==> src/rtl/core/apa_ram.sv <==
// Generic single-port-write, single-port-read RAM with a registered read.
// Depends on nothing; used for the entry data and the access counters.
module apa_ram #(
  parameter int WIDTH = 32,
  parameter int DEPTH = 64
) (
  input  logic                     clk_i,
  input  logic                     we_i,
  input  logic [$clog2(DEPTH)-1:0] waddr_i,
  input  logic [WIDTH-1:0]         wdata_i,
  input  logic                     re_i,
  input  logic [$clog2(DEPTH)-1:0] raddr_i,
  output logic [WIDTH-1:0]         rdata_o
);

  logic [WIDTH-1:0] mem [DEPTH];
  logic [WIDTH-1:0] rdata_q;

  always_ff @(posedge clk_i) begin
    if (we_i) begin
      mem[waddr_i] <= wdata_i;
    end
    if (re_i) begin
      rdata_q <= mem[raddr_i];
    end
  end

  assign rdata_o = rdata_q;

endmodule

==> config.mk <==
export PLATFORM = sky130hd
export DESIGN_NAME = apa_ram
export DESIGN_NICKNAME = d
export VERILOG_FILES = /design/src/rtl/core/apa_ram.sv
export SDC_FILE = /design/constraint.sdc
export NUM_CORES = 2
export LEC_CHECK = 0
export BUFFER_PORTS_ARGS = -buffer_cell sky130_fd_sc_hd__clkbuf_2
export CAP_MARGIN = 10
export CELL_PAD_IN_SITES_DETAIL_PLACEMENT = 1
export CELL_PAD_IN_SITES_GLOBAL_PLACEMENT = 1
export CORE_ASPECT_RATIO = 0.7
export CORE_MARGIN = 5
export CORE_UTILIZATION = 53
export DETAILED_ROUTE_END_ITERATION = 8
export GPL_TIMING_DRIVEN = 0
export PLACE_DENSITY = 0.72
export SYNTH_ARGS = -nofsm -noshare
export SYNTH_HDL_FRONTEND = slang
export SYNTH_SLANG_ARGS = --single-unit
==> constraint.sdc <==
create_clock -name clk_i -period 11.2 [get_ports clk_i]
set_clock_uncertainty 0.2 [all_clocks]
set_input_delay 2.24 -clock clk_i [delete_from_list [all_inputs] [get_ports clk_i]]
set_output_delay 2.24 -clock clk_i [all_outputs]
set_load 0.02 [all_outputs]
==> results.sh <==
export IMPL_ys_seq_area_share_pct=79.2
export IMPL_syn_instance_count=3324
export IMPL_critPathArrivalTime_ps=6650
export IMPL_synthSimpleGateAreaFrac_pct=1.26
export IMPL_fp_dieH_um=333
export IMPL_gp_congestion=0.884
export IMPL_clock_latency_ps=840
export IMPL_maxCapViolCount=0
export IMPL_numCtsBuffers=187
export IMPL_antenna_found_initial=14
export IMPL_yosysTopAreaCellShare_pct=79.2
export IMPL_total_leakage_power_nw=28.2
export IMPL_hp_class="reg -> reg"
export IMPL_drive_gt1_share_pct=30.1
export IMPL_synthMuxAreaShare_pct=16.7
export IMPL_post_place_ws_ps=4380
export IMPL_clock_sinks=2080
export IMPL_maxSlewHeadroom_pct=5.02
export IMPL_pin_count=79
export IMPL_finalCritPeriodShare_pct=55.3
export IMPL_rsz0062_at_grt="false"
export IMPL_path_class="in -> reg"
export IMPL_synth_area_per_cell_um2=23.7
export IMPL_worstPathMaxFanout=10
export IMPL_area_growth_pct=15.1
export IMPL_syn_nets=3371
export IMPL_finalHoldViolCount=0
export IMPL_grt_first_pass_wirelength_mm=347
export IMPL_grtUsageTotal_pct=32.6
export IMPL_yosys_warnings=0
export IMPL_ys_seq_elements=2080
export IMPL_critPathLaunchType="input pin"
export IMPL_slew_viol_final=0
export IMPL_cp_required_ps=11660
export IMPL_end_kind="flip-flop"
export IMPL_path_cells="buf_2, buf_2, nand2b_1, buf_1, clkbuf_1, o22ai_1, nor2_1, a21oi_1, nor2_1"
export IMPL_synth_adder_area_share_pct=0
export IMPL_antenna_left=0
export IMPL_ctsResizeCount=0
export IMPL_layout_min_cycle_time_ps=6190
export IMPL_fmax_ghz=0.161
export IMPL_syn_area_mm2=0.0788
export IMPL_root_buffer="clkbuf_16"
export IMPL_rows=118
export IMPL_synth_area_leaders="edfxtp_1 79%, mux4_2 16%, mux2i_1 1.2%"
export IMPL_routedWlPerCell_um=43.6
export IMPL_ys_flop_type="edfxtp_1"
export IMPL_worstHoldPathCells=4
export IMPL_core_area_mm2=0.148
export IMPL_synth_cell_types=33
export IMPL_synth_edf_count=2080
export IMPL_vias=41375
export IMPL_drc=0
export IMPL_critical_path_max_stage_delay_ps=980
export IMPL_port_buffers=70
export IMPL_drtIter0Drc=7421
export IMPL_crit_slowest_cell="nor2_1"
export IMPL_first_global_vias=41300
export IMPL_die_w_um=471
export IMPL_cts_buffer_depth=3
export IMPL_ir_drop_mv=0.183
export IMPL_synth_compound_area_share_pct=1.67
export IMPL_clkTransAtPathRegs_ps=70
export IMPL_worst_pin_slew_ps=1420
export IMPL_cts_hold_buffers=0
export IMPL_hold_slack_ps=728
export IMPL_r2r_cells=5
export IMPL_overflow=0
export IMPL_initial_core_util_pct=53.3
export IMPL_via_per_inst=7.06
export IMPL_fp_dieArea_mm2=0.157
export IMPL_firstDrtPassIters=5
export IMPL_fin_nets=3764
export IMPL_synth_xor_area_share_pct=0
export IMPL_synth_top_area_cell="edfxtp_1"
export IMPL_p_total_mw=16.0
export IMPL_synth_async_sr_flop_share_pct=0
export IMPL_wl_mm=256
export IMPL_synth_top_family_by_area="multiplexers"
export IMPL_cts_setup_buffers=0
export IMPL_grt_max_degree=65
export IMPL_setup_tns_final_ps=0
export IMPL_p_per_area_mw_per_mm2=176
export IMPL_setup_viol_count_final=0
export IMPL_hpwlAfterDp_mm=166
export IMPL_fin_ws_ps=5010
export IMPL_status="complete, no violations"
export IMPL_cts_tree="yes"
export IMPL_h_tree_depth=4
worst max-delay path: cells and delay by family:
kind	cells	cell delay, ps
AO/OA/AOI/OAI	2	520
AND/OR/NAND/NOR	3	1390
buffers and inverters	4	2450
layout by cell type (no fill, tap or decap), types with 26 or more instances in the layout:
cell,instances
mux4_2,544
buf_4,27
nand2_1,26
buf_12,89
mux2i_1,93
clkbuf_16,190
nor2_4,62
clkbuf_1,111
edfxtp_1,2080
buf_2,68
o221ai_1,27
a21oi_1,62
clkbuf_2,59
o22ai_1,84
clkinv_1,45
nor2_1,75
clkinv_2,34
layer usage:
| layer | track usage (%) | vias up | part of all wire, % |
|---|---|---|---|
| met5 | 0 | - | 0.013 |
| met1 | 46.1 | 21978 | 36 |
| met3 | 11.8 | 606 | 15 |
| met4 | 13.7 | 6 | 4.8 |
| li1 | - | 15126 | - |
| met2 | 46.5 | 3659 | 44 |
synthesized netlist by cell type (7+ instances only):
library cell	number
a21oi_1	62
a22oi_1	12
a311oi_1	8
buf_1	21
buf_2	57
buf_4	25
clkbuf_1	74
edfxtp_1	2080
mux2i_1	93
mux4_2	544
nand2_1	26
nand2b_1	8
nor2_1	137
nor2b_1	15
nor3_1	7
o221ai_1	27
o22ai_1	84
flip-flops by register name (all words and copies together), names as in the netlist:
name     cells
rdata_o     32
mem       2048
final cells by class:
class,instances,area [um^2]
antenna,8,20.0
buffer,182,887
clock buffer,228,4900
clock inverter,117,1040
fill,11781,57000
multi-input combinational,1062,16000
sequential,2080,62500
tap,1980,2480
timing repair buffer,204,3000
through the flow:
step | std cells | util [%] | cell area, um^2
after global routing | 5856 | 61.4 | 90700
after CTS | 5820 | 61.0 | 90100
after floorplan | 3324 | - | 78800
after detailed placement | 5475 | 57.0 | 84200
after global placement | 5374 | 55.3 | 81700
final | 5861 | 61.4 | 90700
where the power goes:
group | internal [mW] | switching (mW)
Combinational | 0.320 | 0.657
Clock | 3.45 | 2.92
Sequential | 8.63 | 0.0197
Total | 12.4 | 3.60
worst paths after layout:
path                                            start               endpoint  slack, ps
worst min-delay path             mem[28][4]$_DFFE_PP_   rdata_o[4]$_DFFE_PP_        730
worst max register to register  mem[49][18]$_DFFE_PP_  rdata_o[18]$_DFFE_PP_       8320
worst min register to register   mem[28][4]$_DFFE_PP_   rdata_o[4]$_DFFE_PP_        730
worst max-delay path                       raddr_i[1]  rdata_o[19]$_DFFE_PP_       5010
cells by family (layout without fill, tap and decap cells):
family,Yosys count,count (layout)
flops,2080,2080
mux,637,637
simple gates,223,223
compound gates,202,202
buf+inv,182,731
other cells,0,8
No activity file was read; power rests on OpenSTA's default activity.
